## config.mk

```make
export PLATFORM = sky130hd
export DESIGN_NAME = register_subframe_parser
export DESIGN_NICKNAME = d
export VERILOG_FILES = /design/src/sv/rsp_pkg.sv /design/src/sv/register_subframe_parser.sv /design/src/sv/rsp_out_stage.sv
export SDC_FILE = /design/constraint.sdc
export NUM_CORES = 1
export LEC_CHECK = 0
export BUFFER_PORTS_ARGS = -buffer_cell sky130_fd_sc_hd__buf_2
export CORE_MARGIN = 2
export CORE_UTILIZATION = 40
export DETAILED_ROUTE_END_ITERATION = 8
export HOLD_SLACK_MARGIN = 0.06
export SLEW_MARGIN = 10
export SYNTH_ARGS = -nofsm -noshare
export SYNTH_HDL_FRONTEND = slang
export SYNTH_SLANG_ARGS = --single-unit
```

## constraint.sdc

```tcl
create_clock -name clk -period 5.7 [get_ports clk]
set_input_delay 0.855 -clock clk [delete_from_list [all_inputs] [get_ports clk]]
set_output_delay 0.855 -clock clk [all_outputs]
set_load 0.05 [all_outputs]
```

## src/sv/rsp_pkg.sv

```systemverilog
// Shared types and codes for the register subframe parser.
// No dependencies; imported by rsp_out_stage and register_subframe_parser.
package rsp_pkg;

    // Parser phases
    typedef enum logic [2:0] {
        PH_CMD,
        PH_COUNT,
        PH_REGNUM,
        PH_VALUE,
        PH_ERRVAL,
        PH_BURST
    } phase_t;

    // Result kinds
    localparam logic [2:0] KIND_WRITE   = 3'd0;
    localparam logic [2:0] KIND_READ    = 3'd1;
    localparam logic [2:0] KIND_REPLY   = 3'd2;
    localparam logic [2:0] KIND_ERROR   = 3'd3;
    localparam logic [2:0] KIND_UNKNOWN = 3'd4;

    // Command type codes (upper nibble of the command byte)
    localparam logic [3:0] TYPE_READ  = 4'h1;
    localparam logic [3:0] TYPE_ERROR = 4'h3;
    localparam logic [3:0] TYPE_NOP   = 4'h5;

    // Value size codes
    localparam logic [1:0] SIZE_INT8  = 2'd0;
    localparam logic [1:0] SIZE_INT16 = 2'd1;

    localparam int REG_W = 28;

    // One result word
    typedef struct packed {
        logic [2:0]       kind;
        logic [REG_W-1:0] reg_number;
        logic [31:0]      data_value;
        logic [1:0]       value_size;
        logic             count_clamped;
        logic             last_of_run;
    } result_t;

endpackage

```

## src/sv/register_subframe_parser.sv

```systemverilog
// Register subframe parser, top level: byte-wise command parser with a read burst sequencer.
// Depends on rsp_pkg and rsp_out_stage.
//
//  channel  | dir | tdata                                          | tlast         | tuser
//  s_       | in  | [7:0] data_byte                                | last_in_frame | -
//  m_       | out | [27:0] reg_number [59:28] data_value           | last_of_run   | [2:0] kind
//           |     | [61:60] value_size [62] count_clamped [63] 0   |               |
//
// A byte's result (if any) is loaded into the output register at the same edge that
// takes the byte, so bytes flow one per cycle while m_tready is high and no burst runs.
// After the register number byte a read burst holds s_tready low and emits one word per
// register; the single shared 28-bit adder forms base + index, one word a cycle unless stalled.
// Reset (rst_n, async, active low) returns to the command phase with no word pending.
// Stalls on m_tready hold the output word and stop input intake until it drains.
module register_subframe_parser
    import rsp_pkg::*;
#(
    parameter int MAX_REGS      = 64,
    parameter int REG_NUM_BYTES = 4
)
(
    input  logic        clk,
    input  logic        rst_n,
    input  logic        s_tvalid,
    output logic        s_tready,
    input  logic [7:0]  s_tdata,   // [7:0] data_byte
    input  logic        s_tlast,   // last_in_frame
    output logic        m_tvalid,
    input  logic        m_tready,
    output logic [63:0] m_tdata,   // [27:0] reg_number, [59:28] data_value,
                                   // [61:60] value_size, [62] count_clamped
    output logic        m_tlast,   // last_of_run
    output logic [2:0]  m_tuser    // [2:0] kind
);

    localparam int CNT_W = $clog2(MAX_REGS + 1);

    phase_t           phase_reg, phase_next;
    logic [1:0]       cmd_kind_reg, cmd_kind_next;
    logic [1:0]       size_code_reg, size_code_next;
    logic [CNT_W-1:0] regs_left_reg, regs_left_next;
    logic [REG_W-1:0] base_reg, base_next;
    logic [1:0]       vu_idx_reg, vu_idx_next;
    logic [31:0]      accum_reg, accum_next;
    logic [1:0]       vb_idx_reg, vb_idx_next;
    logic [7:0]       offset_reg, offset_next;
    logic             clamp_reg, clamp_next;
    logic [CNT_W-1:0] burst_idx_reg, burst_idx_next;
    logic [CNT_W-1:0] burst_total_reg, burst_total_next;

    logic             can_load;
    logic             s_accept;
    logic             emit;
    result_t          res;
    result_t          out_word;

    // Shared adder: base plus value offset or burst index
    logic [REG_W-1:0] add_operand;
    logic [REG_W-1:0] reg_sum;

    // Byte decode helpers
    logic [3:0]       cmd_nibble;
    logic [4:0]       vu_shamt;
    logic [REG_W-1:0] base_or;
    logic             vu_done;
    logic [31:0]      accum_or;
    logic             vb_done;
    logic [31:0]      value_ext;
    logic [CNT_W-1:0] cnt_small;
    logic             cnt_small_clamp;
    logic [CNT_W-1:0] cnt_byte;
    logic             cnt_byte_clamp;

    assign s_tready = (phase_reg != PH_BURST) && can_load;
    assign s_accept = s_tvalid && s_tready;

    assign add_operand = (phase_reg == PH_BURST) ? REG_W'(burst_idx_reg) : REG_W'(offset_reg);
    assign reg_sum     = base_reg + add_operand;

    assign cmd_nibble = s_tdata[7:4];

    // Varuint: 7 bits per byte, ends on clear bit 7 or at the byte limit
    assign vu_shamt = {vu_idx_reg, 3'b000} - {3'b000, vu_idx_reg};
    assign base_or  = base_reg | (REG_W'(s_tdata[6:0]) << vu_shamt);
    assign vu_done  = !s_tdata[7] || (({1'b0, vu_idx_reg} + 3'd1) >= 3'(REG_NUM_BYTES));

    // Little-endian value assembly and sign extension
    assign accum_or = accum_reg | (32'(s_tdata) << {vb_idx_reg, 3'b000});
    always_comb
    begin
        case (size_code_reg)
            SIZE_INT8:  vb_done = 1'b1;
            SIZE_INT16: vb_done = (vb_idx_reg >= 2'd1);
            default:    vb_done = (vb_idx_reg == 2'd3);
        endcase
    end

    always_comb
    begin
        case (size_code_reg)
            SIZE_INT8:  value_ext = {{24{accum_or[7]}}, accum_or[7:0]};
            SIZE_INT16: value_ext = {{16{accum_or[15]}}, accum_or[15:0]};
            default:    value_ext = accum_or;
        endcase
    end

    // Count clamping for the command's own count and for a count byte
    always_comb
    begin
        if (8'(s_tdata[1:0]) > 8'(MAX_REGS))
        begin
            cnt_small       = CNT_W'(MAX_REGS);
            cnt_small_clamp = 1'b1;
        end
        else
        begin
            cnt_small       = CNT_W'(s_tdata[1:0]);
            cnt_small_clamp = 1'b0;
        end
        if (s_tdata > 8'(MAX_REGS))
        begin
            cnt_byte       = CNT_W'(MAX_REGS);
            cnt_byte_clamp = 1'b1;
        end
        else
        begin
            cnt_byte       = CNT_W'(s_tdata);
            cnt_byte_clamp = 1'b0;
        end
    end

    // Next state of the parser
    always_comb
    begin
        phase_next       = phase_reg;
        cmd_kind_next    = cmd_kind_reg;
        size_code_next   = size_code_reg;
        regs_left_next   = regs_left_reg;
        base_next        = base_reg;
        vu_idx_next      = vu_idx_reg;
        accum_next       = accum_reg;
        vb_idx_next      = vb_idx_reg;
        offset_next      = offset_reg;
        clamp_next       = clamp_reg;
        burst_idx_next   = burst_idx_reg;
        burst_total_next = burst_total_reg;

        if (phase_reg == PH_BURST)
        begin
            if (can_load)
            begin
                burst_idx_next = burst_idx_reg + CNT_W'(1);
                if (burst_idx_reg == burst_total_reg - CNT_W'(1))
                begin
                    phase_next = PH_CMD;
                end
            end
        end
        else if (s_accept)
        begin
            case (phase_reg)
                PH_CMD:
                begin
                    if (cmd_nibble <= {2'b00, TYPE_ERROR[1:0]})
                    begin
                        cmd_kind_next  = cmd_nibble[1:0];
                        size_code_next = s_tdata[3:2];
                        base_next      = '0;
                        vu_idx_next    = '0;
                        offset_next    = '0;
                        accum_next     = '0;
                        vb_idx_next    = '0;
                        if (cmd_nibble == TYPE_ERROR || s_tdata[1:0] != 2'b00)
                        begin
                            regs_left_next = cnt_small;
                            clamp_next     = cnt_small_clamp;
                            phase_next     = PH_REGNUM;
                        end
                        else
                        begin
                            phase_next = PH_COUNT;
                        end
                    end
                end
                PH_COUNT:
                begin
                    regs_left_next = cnt_byte;
                    clamp_next     = cnt_byte_clamp;
                    phase_next     = PH_REGNUM;
                end
                PH_REGNUM:
                begin
                    base_next = base_or;
                    if (vu_done)
                    begin
                        vu_idx_next = '0;
                        if (cmd_kind_reg == TYPE_ERROR[1:0])
                        begin
                            phase_next = PH_ERRVAL;
                        end
                        else if (cmd_kind_reg == TYPE_READ[1:0])
                        begin
                            regs_left_next   = '0;
                            burst_idx_next   = '0;
                            burst_total_next = regs_left_reg;
                            phase_next       = (regs_left_reg != '0) ? PH_BURST : PH_CMD;
                        end
                        else
                        begin
                            phase_next = (regs_left_reg != '0) ? PH_VALUE : PH_CMD;
                        end
                    end
                    else
                    begin
                        vu_idx_next = vu_idx_reg + 2'd1;
                    end
                end
                PH_VALUE:
                begin
                    if (vb_done)
                    begin
                        offset_next    = offset_reg + 8'd1;
                        accum_next     = '0;
                        vb_idx_next    = '0;
                        regs_left_next = regs_left_reg - CNT_W'(1);
                        if (regs_left_reg == CNT_W'(1))
                        begin
                            phase_next = PH_CMD;
                        end
                    end
                    else
                    begin
                        accum_next  = accum_or;
                        vb_idx_next = vb_idx_reg + 2'd1;
                    end
                end
                PH_ERRVAL:
                begin
                    phase_next = PH_CMD;
                end
                default:
                begin
                    phase_next = PH_CMD;
                end
            endcase

            // End of frame drops any partial subframe; a started burst still runs
            if (s_tlast)
            begin
                if (phase_next != PH_BURST)
                begin
                    phase_next = PH_CMD;
                end
                regs_left_next = '0;
                vu_idx_next    = '0;
                accum_next     = '0;
                vb_idx_next    = '0;
                offset_next    = '0;
            end
        end
    end

    // Result word and load strobe
    always_comb
    begin
        emit              = 1'b0;
        res.kind          = KIND_UNKNOWN;
        res.reg_number    = reg_sum;
        res.data_value    = 32'(s_tdata);
        res.value_size    = size_code_reg;
        res.count_clamped = clamp_reg;
        res.last_of_run   = 1'b1;
        case (phase_reg)
            PH_BURST:
            begin
                emit            = can_load;
                res.kind        = KIND_READ;
                res.data_value  = '0;
                res.last_of_run = (burst_idx_reg == burst_total_reg - CNT_W'(1));
            end
            PH_CMD:
            begin
                emit              = s_accept && (cmd_nibble > {2'b00, TYPE_ERROR[1:0]})
                                    && (cmd_nibble != TYPE_NOP);
                res.kind          = KIND_UNKNOWN;
                res.reg_number    = '0;
                res.value_size    = s_tdata[3:2];
                res.count_clamped = 1'b0;
            end
            PH_VALUE:
            begin
                emit           = s_accept && vb_done;
                res.kind       = {1'b0, cmd_kind_reg};
                res.data_value = value_ext;
            end
            PH_ERRVAL:
            begin
                emit       = s_accept;
                res.kind   = KIND_ERROR;
                res.reg_number = base_reg;
            end
            default:
            begin
                emit = 1'b0;
            end
        endcase
    end

    // Control registers
    always_ff @(posedge clk or negedge rst_n)
    begin
        if (!rst_n)
        begin
            phase_reg       <= PH_CMD;
            cmd_kind_reg    <= '0;
            size_code_reg   <= '0;
            regs_left_reg   <= '0;
            base_reg        <= '0;
            vu_idx_reg      <= '0;
            accum_reg       <= '0;
            vb_idx_reg      <= '0;
            offset_reg      <= '0;
            clamp_reg       <= 1'b0;
            burst_idx_reg   <= '0;
            burst_total_reg <= '0;
        end
        else
        begin
            phase_reg       <= phase_next;
            cmd_kind_reg    <= cmd_kind_next;
            size_code_reg   <= size_code_next;
            regs_left_reg   <= regs_left_next;
            base_reg        <= base_next;
            vu_idx_reg      <= vu_idx_next;
            accum_reg       <= accum_next;
            vb_idx_reg      <= vb_idx_next;
            offset_reg      <= offset_next;
            clamp_reg       <= clamp_next;
            burst_idx_reg   <= burst_idx_next;
            burst_total_reg <= burst_total_next;
        end
    end

    rsp_out_stage u_out
    (
        .clk       (clk),
        .rst_n     (rst_n),
        .load      (emit),
        .load_data (res),
        .can_load  (can_load),
        .out_valid (m_tvalid),
        .out_ready (m_tready),
        .out_data  (out_word)
    );

    assign m_tdata = {1'b0, out_word.count_clamped, out_word.value_size,
                      out_word.data_value, out_word.reg_number};
    assign m_tlast = out_word.last_of_run;
    assign m_tuser = out_word.kind;

    // Burst index stays inside the run
    a_burst_idx: assert property (@(posedge clk) disable iff (!rst_n)
        (phase_reg == PH_BURST) |-> (burst_idx_reg < burst_total_reg))
        else $error("burst index out of range");

    // Count never exceeds the clamp limit
    a_regs_left: assert property (@(posedge clk) disable iff (!rst_n)
        regs_left_reg <= CNT_W'(MAX_REGS))
        else $error("register count above limit");

    // Value phase always has registers left
    a_value_left: assert property (@(posedge clk) disable iff (!rst_n)
        (phase_reg == PH_VALUE) |-> (regs_left_reg != '0))
        else $error("value phase with no registers left");

    // Frame end returns to command phase unless a read burst was started
    a_frame_end: assert property (@(posedge clk) disable iff (!rst_n)
        (s_accept && s_tlast) |=> (phase_reg == PH_CMD || phase_reg == PH_BURST))
        else $error("parser not reset at frame end");

endmodule

```

## src/sv/rsp_out_stage.sv

```systemverilog
// Output holding register for result words, master-side stream handshake.
// Depends on rsp_pkg (result_t).
module rsp_out_stage
    import rsp_pkg::*;
(
    input  logic    clk,
    input  logic    rst_n,
    input  logic    load,
    input  result_t load_data,
    output logic    can_load,
    output logic    out_valid,
    input  logic    out_ready,
    output result_t out_data
);

    logic    valid_reg;
    logic    valid_next;
    result_t data_reg;

    // Free when empty or drained in this cycle
    assign can_load = !valid_reg || out_ready;

    always_comb
    begin
        valid_next = valid_reg;
        if (load)
        begin
            valid_next = 1'b1;
        end
        else if (out_ready)
        begin
            valid_next = 1'b0;
        end
    end

    always_ff @(posedge clk or negedge rst_n)
    begin
        if (!rst_n)
        begin
            valid_reg <= 1'b0;
        end
        else
        begin
            valid_reg <= valid_next;
        end
    end

    // Payload register, no reset
    always_ff @(posedge clk)
    begin
        if (load)
        begin
            data_reg <= load_data;
        end
    end

    assign out_valid = valid_reg;
    assign out_data  = data_reg;

    // A held word must not be overwritten while stalled
    a_no_overwrite: assert property (@(posedge clk) disable iff (!rst_n)
        (valid_reg && !out_ready) |-> !load)
        else $error("result overwritten while stalled");

    a_hold_stall: assert property (@(posedge clk) disable iff (!rst_n)
        (valid_reg && !out_ready) |=> (valid_reg && $stable(data_reg)))
        else $error("stalled result changed");

    a_load_shows: assert property (@(posedge clk) disable iff (!rst_n)
        load |=> valid_reg)
        else $error("loaded result not presented");

endmodule

```

==> flow_metrics.tcl, run 1 <==
set metrics [dict create \
    synth_ff_type "dfrtp_1" \
    seq_area_frac_synth_pct 51.5 \
    wl_per_cell_um 18.3 \
    largest_reg_flops 67 \
    postCtsHoldBufs 0 \
    timing.final.hold_violations 0 \
    drv_cap 0 \
    crit_chain "inv_2, nor3_2, nand2_1, nand2_1, ha_1, inv_1, fa_1, nor2b_1, o21ai_0, a211oi_1, o31ai_4, nor3b_1, mux2i_1" \
    gr-total-overflow 0 \
    leakage_uw 0.00426 \
    yosysUniqueCellTypes 75 \
    setup-tns-final_ns 0 \
    synth_edf_count 67 \
    path_delay_family "simple AND/OR/NAND/NOR gates" \
    switching_share_pct 37.3 \
    cts_resized 0 \
    power.density_nw_per_um2 356 \
    crit_slowest_cell "dfrtp_1" \
    rsz0062_at_grt "no" \
    crit_buf_inv 2 \
    yosys.area.top_type_share_pct 28.8 \
    drc 0 \
    layout-drive-gt1-share_pct 15.8 \
    syn2layout_area_growth_pct 13.7 \
    max_stage_delay_ns 0.86 \
    cp-start-kind "register" \
    grt_pass1_vias 6867 \
    worstMarginPinSlew_ns 1.12 \
    p_int_uw 2240 \
    n_antenna_cell 0 \
    yosys.cell_count.top_type "nor2_1" \
    ys_warn_count 0 \
    syn_area_um2 8860 \
    timing.fmax_ghz 0.253 \
    dr.first_iter.drc_count 570 \
    root_buffer "clkbuf_16" \
    die_x_um 153 \
    grtUsageTotal_pct 20.0 \
    critPathCaptureType "register" \
    p_sw_uw 1340 \
    cts_tree "yes" \
    die_y_um 153 \
    io_buffers 81 \
    dieArea_um2 23300 \
    vias 6973 \
    utilization_pct 46.3 \
    fin_crit_sh_pct 69.4 \
    synthCells 895 \
    grt_pass1_wl_mm 37.2 \
    outcome "finished clean" \
    rows 54 \
    crit_required_ns 5.88 \
    yosysTopAreaCell "dfrtp_1" \
    synthesis.nets 929 \
    seqPwrFrac_pct 43.1 \
    insertion_delay_ns 0.44 \
    avgSynthCellArea_um2 9.90 \
    fin_skew_ns 0.00842 \
    gp_congestion 0.865 \
    hpwlAfterDp_mm 15.5 \
    htree_levels 4 \
    ys_top_cells_by_area "dfrtp_1, edfxtp_1, a21oi_1" \
    yosys-top-cells-count "nor2_1, dfrtp_1, nand2_1" \
    drt_pass1_iterations 5 \
    antenna_found_initial 0 \
    fp.coreArea_um2 21800 \
    p_clk_share_pct 32.3 \
    grt_start_max_net_pins 55 \
    path_clk_slew_ns 0.07 \
    ant_nets 0 \
    final-max-slew-violation-count 0 \
    nets 988 \
    crit_top_cell "nand2_1" \
    synth-seq-cells 169 \
    cts_setup_buffers 0 \
    worst-endpoint-arrival_ns 4.14 \
    relSlewSlack_pct 25.4 \
    ir_drop_mv 0.166 \
    setup_viol 0 \
    p_comb_share_pct 24.6 \
    finalCriticalPeriod_ns 3.96 \
    clockBufferDepth 2 \
    vias_per_cell 5.59 \
    crit_fanout 22 \
    crit_type "reg -> reg" \
    min_path_type "in -> async" \
    wl_mm 22.8 \
    start_util_pct 40.7 \
    async_flop_share_pct 60.4 \
    ioPinCount 83 \
    cts_buffers 17 \
    numClockSinks 169 \
]
## final timing paths
check                                                from  depth (start not counted)  slack [ns]                            to
worst max-delay path             phase_reg[2]$_DFFE_PN0P_                         13        1.74  u_out.out_data[60]$_DFFE_PP_
worst min-delay path                                rst_n                          1        0.44  burst_idx_reg[4]$_DFFE_PN0P_
worst max register to register   phase_reg[2]$_DFFE_PN0P_                         13        1.74  u_out.out_data[60]$_DFFE_PP_
worst min register to register  offset_reg[7]$_DFFE_PN0P_                          1        0.49     offset_reg[7]$_DFFE_PN0P_
max in group asynchronous                           rst_n                          2        4.11      base_reg[13]$_DFFE_PN0P_
min in group clk                offset_reg[7]$_DFFE_PN0P_                          1        0.49     offset_reg[7]$_DFFE_PN0P_
## layout by cell type (no fill, tap or decap), types with 6 or more instances in the layout
cell,instances
edfxtp_1,67
o21ai_0,32
o31ai_1,16
nor2_1,102
a22o_1,10
ha_1,20
nand3_1,25
and2_1,8
and3_1,15
mux2_2,14
nor3b_1,8
nor3_1,11
buf_2,80
nand2b_1,7
a21oi_1,78
mux2i_1,24
dfrtp_1,102
o211ai_1,9
a211oi_1,9
nand4_1,13
xnor2_1,12
a21o_1,6
a31oi_1,23
inv_1,39
nand3b_1,7
clkbuf_16,17
nand2_1,98
xor2_1,8
## layer usage
layer	track usage (%)	vias up	part of all wire (%)
met4	6.22	0	1.9
li1	-	3353	-
met2	32.5	206	48
met5	0	-	0
met1	27.3	3384	45
met3	3.61	30	5.2
## worst register-to-register path: stages, from the launching register on
cell	delay, ns
dfrtp_1	0.86
inv_2	0.19
nor3_2	0.51
nand2_1	0.12
nand2_1	0.08
ha_1	0.16
inv_1	0.05
fa_1	0.41
nor2b_1	0.12
o21ai_0	0.14
a211oi_1	0.41
o31ai_4	0.24
nor3b_1	0.31
mux2i_1	0.11
## power by group through the flow
| stage | Sequential, uW | Clock (uW) | Combinational [uW] |
|---|---|---|---|
| detailed placement | 1570 | 0 | 875 |
| global route | 1560 | 1240 | 959 |
| global placement | 1570 | 0 | 874 |
| CTS | 1540 | 1190 | 881 |
| finish | 1540 | 1160 | 879 |
| floorplan | 1720 | 0 | 484 |
## cell families (layout without fill, tap and decap cells)
family / count (synthesis) / after routing / synth area share [%]
XOR/XNOR: 20 / 20 / 1.98
other: 1 / 1 / 0.0423
flip-flops: 169 / 169 / 51.5
multiplexers: 38 / 38 / 4.49
AO/OA/AOI/OAI: 230 / 230 / 16.8
buffers and inverters: 89 / 161 / 4.27
adder cells (fa/ha/maj): 21 / 21 / 3.05
AND/OR/NAND/NOR: 327 / 327 / 17.8
## through the flow
| step | setup slack, ns | power [uW] | hold slack, ns | area [um2] | instances |
|---|---|---|---|---|---|
| 2_1_floorplan | 0.888 | 2200 | 0.436 | 8860 | 895 |
| 6_report | 1.74 | 3580 | 0.436 | 10100 | 1247 |
| 4_1_cts | 1.50 | 3610 | 0.459 | 10100 | 1247 |
| 3_3_place_gp | 1.63 | 2440 | 0.461 | 9460 | 1215 |
| 3_5_place_dp | 1.50 | 2440 | 0.477 | 9460 | 1215 |
| 5_1_grt | 1.46 | 3760 | 0.488 | 10100 | 1247 |
## final cells by class
cell class	count	area [um2]
fill	2097	11700
sequential	169	4560
multi-input combinational	637	3930
timing repair buffer	86	458
clock buffer	17	425
tap	280	350
clock inverter	15	176
inverter	43	161
No activity file was read; power rests on OpenSTA's default activity.
==> run 2, diff against run 1 <==
Settings changed: ABC_AREA from default to 1.
Clock period 5.7 ns to 3.9 ns, I/O delays scaled along.
==> run 2 against run 1 <==
Compared with the run above:
- design area increased by 6.6%
- synthesized area increased by 7.0%
- clock-buffer cell count unchanged
- sequential power increased by 56%
- via count increased by 15%
- flip-flop and latch count unchanged
- non-clock buffer count increased by 3
- clock power increased by 47%
- critical path depth increased by 2
- critical path type unchanged
- critical endpoint is now u_out.out_data[62]$_DFFE_PP_
==> flow_metrics.tcl, run 2 <==
set metrics [dict create \
    outcome "finished clean" \
    ir_drop_mv 0.346 \
    fin_skew_ns 0.0169 \
    yosys.area.top_type_share_pct 26.9 \
    io_buffers 81 \
    yosysTopAreaCell "dfrtp_1" \
    wl_per_cell_um 15.8 \
    crit_fanout 22 \
    p_clk_share_pct 27.4 \
    htree_levels 4 \
    setup_viol 0 \
    crit_type "reg -> reg" \
    p_sw_uw 2680 \
    clockBufferDepth 2 \
    num-fill-cells 2386 \
    path_delay_family "simple AND/OR/NAND/NOR gates" \
    n_antenna_cell 0 \
    syn_area_um2 9480 \
    timing.final.hold_violations 0 \
    numClockSinks 169 \
    path_clk_slew_ns 0.08 \
    r2r_setup_slack_ns 0.70 \
    power.density_nw_per_um2 580 \
    vias 8009 \
    drt_pass1_iterations 5 \
    timing.fmax_ghz 0.312 \
    vias_per_cell 5.15 \
    die_x_um 158 \
    fp.coreArea_um2 23400 \
    nets 1256 \
    synth-seq-cells 169 \
    ys_top_cells_by_area "dfrtp_1, edfxtp_1, nand2_1" \
    final-max-slew-violation-count 0 \
    synth_edf_count 67 \
    drc 0 \
    worstMarginPinSlew_ns 0.989 \
    seqPwrFrac_pct 38.7 \
    die_y_um 158 \
    fin_crit_sh_pct 82.1 \
    yosysUniqueCellTypes 48 \
    crit_chain "inv_2, nand3_2, o21ai_0, ha_1, inv_1, fa_1, o21ai_0, buf_4, nand3_1, nand2_1, nand2_1, nor2_1, nand2_1, o21ai_0, inv_1" \
    grtUsageTotal_pct 20.4 \
    cp-start-kind "register" \
    cts_tree "yes" \
    r2r-start "phase_reg[1]$_DFFE_PN0P_" \
    worst-endpoint-arrival_ns 3.39 \
    cts_setup_buffers 0 \
    start_util_pct 40.5 \
    max_stage_delay_ns 0.47 \
    crit_required_ns 4.09 \
    ff2ff_path_depth 15 \
    insertion_delay_ns 0.44 \
    final_cell_mix "nand2_1, inv_1, o21ai_0, dfrtp_1, nor2_1" \
    ys_warn_count 0 \
    synth_ff_type "dfrtp_1" \
    finalCriticalPeriod_ns 3.20 \
    cts_resized 0 \
    leakage_uw 0.00478 \
    syn2layout_area_growth_pct 13.3 \
    drv_cap 0 \
    grt_pass1_wl_mm 39.9 \
    dieArea_um2 24900 \
    antenna_found_initial 0 \
    synthesis.nets 1185 \
    relSlewSlack_pct 33.5 \
    yosys.cell_count.top_type "nand2_1" \
    hpwlAfterDp_mm 17.5 \
    utilization_pct 45.9 \
    grt_start_max_net_pins 103 \
    largest_reg_flops 67 \
    rsz0062_at_grt "no" \
    crit_buf_inv 4 \
    p_comb_share_pct 33.8 \
    rows 56 \
    critPathCaptureType "register" \
    layout-drive-gt1-share_pct 14.8 \
    postCtsHoldBufs 0 \
    wl_mm 24.6 \
    crit_slowest_cell "dfrtp_1" \
    switching_share_pct 43.0 \
    gr-total-overflow 0 \
    cts_buffers 17 \
    min_path_type "in -> async" \
    seq_area_frac_synth_pct 48.2 \
    root_buffer "clkbuf_16" \
    setup-tns-final_ns 0 \
    avgSynthCellArea_um2 8.24 \
    synthCells 1151 \
    ioPinCount 83 \
    r2r_end "u_out.out_data[62]$_DFFE_PP_" \
    yosys-top-cells-count "nand2_1, inv_1, o21ai_0" \
    p_int_uw 3550 \
    dr.first_iter.drc_count 672 \
    gp_congestion 0.863 \
    layout_commonest_cell "nand2_1" \
    ant_nets 0 \
    async_flop_share_pct 60.4 \
    grt_pass1_vias 7611 \
]
-- run 2: changes by cell type after synthesis, sizes merged, moves of 15 or more --
cell,change
nand2,+163
mux2i,-23
nor2,-15
inv,+137
nand3,+50
and3,-15
o22ai,+33
clkbuf,-15
o21ai,+91
-- run 2: logic make-up after synthesis --
family	synth area share, %
simple gates	20.9
xor+xnor	0.924
mux	0.106
fa+ha+maj	2.85
buf+inv	9.49
flops	48.2
compound gates	17.5
other cells	0.0396
-- run 2: stage by stage --
stage               setup slack [ns]  hold slack [ns]  power [uW]  instance area (um2)  std cells
floorplan                      0.710            0.289        4010                 9480       1151
global placement               0.851            0.488        4530                10100       1522
detailed placement             0.765            0.502        4550                10100       1522
CTS                            0.735            0.231        6270                10700       1554
global route                   0.374            0.271        6580                10700       1554
finish                         0.696            0.228        6230                10700       1554
-- run 2: how the worst max path moves through the flow --
stage                                    from  slack [ns]                              end  cells past startpoint
floorplan           vb_idx_reg[1]$_DFFE_PN0P_        0.71  u_out.out_data[0]$_SDFFCE_PN1P_                      9
global placement     phase_reg[1]$_DFFE_PN0P_        0.85     u_out.out_data[62]$_DFFE_PP_                     15
detailed placement   phase_reg[1]$_DFFE_PN0P_        0.77     u_out.out_data[62]$_DFFE_PP_                     15
CTS                  phase_reg[1]$_DFFE_PN0P_        0.74     u_out.out_data[62]$_DFFE_PP_                     15
global route         phase_reg[1]$_DFFE_PN0P_        0.37     u_out.out_data[62]$_DFFE_PP_                     15
finish               phase_reg[1]$_DFFE_PN0P_        0.70     u_out.out_data[62]$_DFFE_PP_                     15
-- run 2: metal layers --
metal	up-vias	global-route usage [%]	part of all wire (%)
li1	3982	-	-
met1	3771	30.2	48
met2	231	31.0	45
met3	25	3.61	5.5
met4	0	5.02	1.3
met5	-	0	0
-- run 2: area by class of cell --
| class | instances | area, um2 | area share [%] |
|---|---|---|---|
| Clock buffer | 17 | 425 | 3.96 |
| Clock inverter | 15 | 166 | 1.55 |
| Inverter | 182 | 684 | 6.38 |
| Multi-Input combinational cell | 763 | 4020 | 37.4 |
| Sequential cell | 169 | 4560 | 42.5 |
| Tap cell | 319 | 399 | 3.72 |
| Timing Repair Buffer | 89 | 480 | 4.48 |
-- run 2: power by group through the flow --
stage	combinational (uW)	clock, uW	sequential (uW)
2_1_floorplan	1060	0	2950
3_3_place_gp	2090	0	2440
3_5_place_dp	2100	0	2450
4_1_cts	2110	1750	2410
5_1_grt	2320	1810	2450
6_report	2110	1710	2410
==> run 3, diff against run 2 <==
Settings changed: ABC_AREA 1 to 0.
Clock period 3.9 ns to 2.7 ns, I/O delays scaled along.
==> run 3 against run 2 <==
Compared with the run above:
- the run now ends with negative setup slack left
- utilization grew 5.1 points
- fmax rose by 17%
- power up 28%
- register-to-register slack lost 0.74 ns
- sequential share of layout area decreased by 1.3 points
- global-route usage is 0.25 points higher
- design area grew 3.3%
- worst hold slack got worse by 0.18 ns
- clock power grew 45%
- flip-flop and latch count is the same
- critical path depth is 2 lower
- critical endpoint is now u_out.out_data[55]$_DFFE_PP_
- largest power group unchanged
==> flow_metrics.tcl, run 3 (synthesis gave the netlist of run 1 again) <==
set metrics [dict create \
    final-max-slew-violation-count 0 \
    fp.coreArea_um2 21800 \
    p_sw_uw 2900 \
    ir_drop_mv 0.442 \
    syn2layout_area_growth_pct 25.2 \
    worst-endpoint-arrival_ns 2.92 \
    start_util_pct 40.7 \
    layout-drive-gt1-share_pct 27.3 \
    dp_cells 1279 \
    dp_slack_ns -0.222 \
    grt_pass1_wl_mm 38.6 \
    min_path_type "in -> async" \
    r2r_end "u_out.out_data[55]$_DFFE_PP_" \
    fin_ws_ns -0.0459 \
    clockBufferDepth 2 \
    r2r-start "phase_reg[1]$_DFFE_PN0P_" \
    rows 54 \
    leakage_uw 0.00483 \
    wl_per_cell_um 18.1 \
    critPathCaptureType "register" \
    antenna_found_initial 1 \
    grtUsageMet3_pct 3.10 \
    outcome "finished, violations left" \
    cts_buffers 17 \
    gp_congestion 0.914 \
    grt_pass1_vias 7226 \
    nets 1075 \
    p_clk_share_pct 31.0 \
    rsz0062_at_grt "yes" \
    drt_pass1_iterations 5 \
    ioPinCount 83 \
    fin_skew_ns 0.0101 \
    worstMarginPinSlew_ns 0.996 \
    vias 7400 \
    multiInputGateArea_um2 4200 \
    layout_commonest_cell "nor2_1" \
    grtUsageTotal_pct 20.7 \
    seqPwrFrac_pct 40.1 \
    timing.final.hold_violations 0 \
    p_int_uw 5090 \
    gr-total-overflow 0 \
    finalCriticalPeriod_ns 2.75 \
    path_clk_slew_ns 0.07 \
    final_cells 1335 \
    top_usage_layer "met2" \
    ant_nets 0 \
    crit_type "reg -> reg" \
    drv_cap 0 \
    insertion_delay_ns 0.43 \
    die_y_um 153 \
    crit_fanout 5 \
    cts_tree "yes" \
    ff2ff_path_depth 13 \
    fin_hold_ws_ns 0.0441 \
    htree_levels 4 \
    grtUsageMet1_pct 27.7 \
    hpwlAfterDp_mm 16.3 \
    vias_per_cell 5.54 \
    fin_crit_sh_pct 102 \
    timing.fmax_ghz 0.364 \
    postCtsHoldBufs 0 \
    io_buffers 81 \
    p_comb_share_pct 28.9 \
    regArea_um2 4570 \
    numClockSinks 169 \
    violations "negative setup slack" \
    wl_mm 24.2 \
    r2r_setup_slack_ns -0.05 \
    dieArea_um2 23300 \
    die_x_um 153 \
    dr.first_iter.drc_count 496 \
    largest_reg_flops 67 \
    setup_viol 15 \
    crit_required_ns 2.87 \
    grt_start_max_net_pins 103 \
    drc 0 \
    root_buffer "clkbuf_16" \
    relSlewSlack_pct 33.1 \
    num-fill-cells 2066 \
    power.density_nw_per_um2 721 \
    switching_share_pct 36.3 \
    power_uw 7990 \
    use_met2_pct 34.9 \
    final_cell_mix "nor2_1, dfrtp_1, nand2_1, buf_2, buf_4" \
    cp-start-kind "register" \
]
==> run 3: power groups by stage <==
stage	Combinational (uW)	Sequential [uW]	Clock, uW
2_1_floorplan	1050	3620	0
3_3_place_gp	2130	3240	0
3_5_place_dp	2150	3230	0
4_1_cts	2210	3190	2530
5_1_grt	2490	3240	2640
6_report	2310	3200	2480
==> run 3: worst max path at each step <==
stage	start	end	slack (ns)
finish	phase_reg[1]$_DFFE_PN0P_	u_out.out_data[55]$_DFFE_PP_	-0.05
global route	phase_reg[0]$_DFFE_PN0P_	u_out.out_data[63]$_DFFE_PP_	-0.20
floorplan	phase_reg[0]$_DFFE_PN0P_	u_out.out_data[52]$_DFFE_PP_	-0.10
detailed placement	phase_reg[2]$_DFFE_PN0P_	u_out.out_data[60]$_DFFE_PP_	-0.22
CTS	phase_reg[1]$_DFFE_PN0P_	u_out.out_data[48]$_DFFE_PP_	-0.09
global placement	phase_reg[2]$_DFFE_PN0P_	u_out.out_data[60]$_DFFE_PP_	-0.10
==> run 3: repair_timing <==
item,4_1_cts,5_1_grt
buffers inserted,11,12
resized for setup,19,50
gates cloned,1,0
endpoints found under the setup margin,15,55
pin swaps,9,27
==> run 3: worst max-delay path: stages, from the launching register on <==
cell and delay (ns):
dfrtp_1 0.40, buf_6 0.12, nand3b_1 0.18, buf_4 0.17, buf_4 0.13, nand2_1 0.07, nand2_2 0.07, ha_4 0.27
buf_4 0.13, a21oi_4 0.07, o41ai_4 0.39, buf_4 0.24, nand4_1 0.12, mux2i_1 0.14
==> run 3: area by class of cell <==
class | count | area share, %
flip-flops and latches | 169 | 41.2
multi-input cells | 637 | 37.9
repair buffers | 173 | 10.8
clock buffers | 17 | 3.84
well taps | 280 | 3.16
clock inverters | 15 | 1.61
inverters | 43 | 1.49
diodes | 1 | 0.0226
==> run 3: metal layers <==
| metal | up-vias | part of all wire, % | wire length, um |
|---|---|---|---|
| met4 | 0 | 1.4 | 344 |
| met2 | 172 | 50 | 12100 |
| met3 | 21 | 4.1 | 998 |
| met5 | - | 0 | 0 |
| met1 | 3656 | 45 | 10800 |
| li1 | 3551 | - | - |
==> run 3: metrics by stage <==
step | setup TNS (ns) | utilization, % | area, um2
after floorplan | -0.811 | - | 8920
after global placement | -0.546 | 46.0 | 10000
after detailed placement | -1.61 | 46.0 | 10000
after CTS | -0.428 | 49.6 | 10800
after global routing | -5.20 | 51.0 | 11100
final | -0.363 | 51.0 | 11100
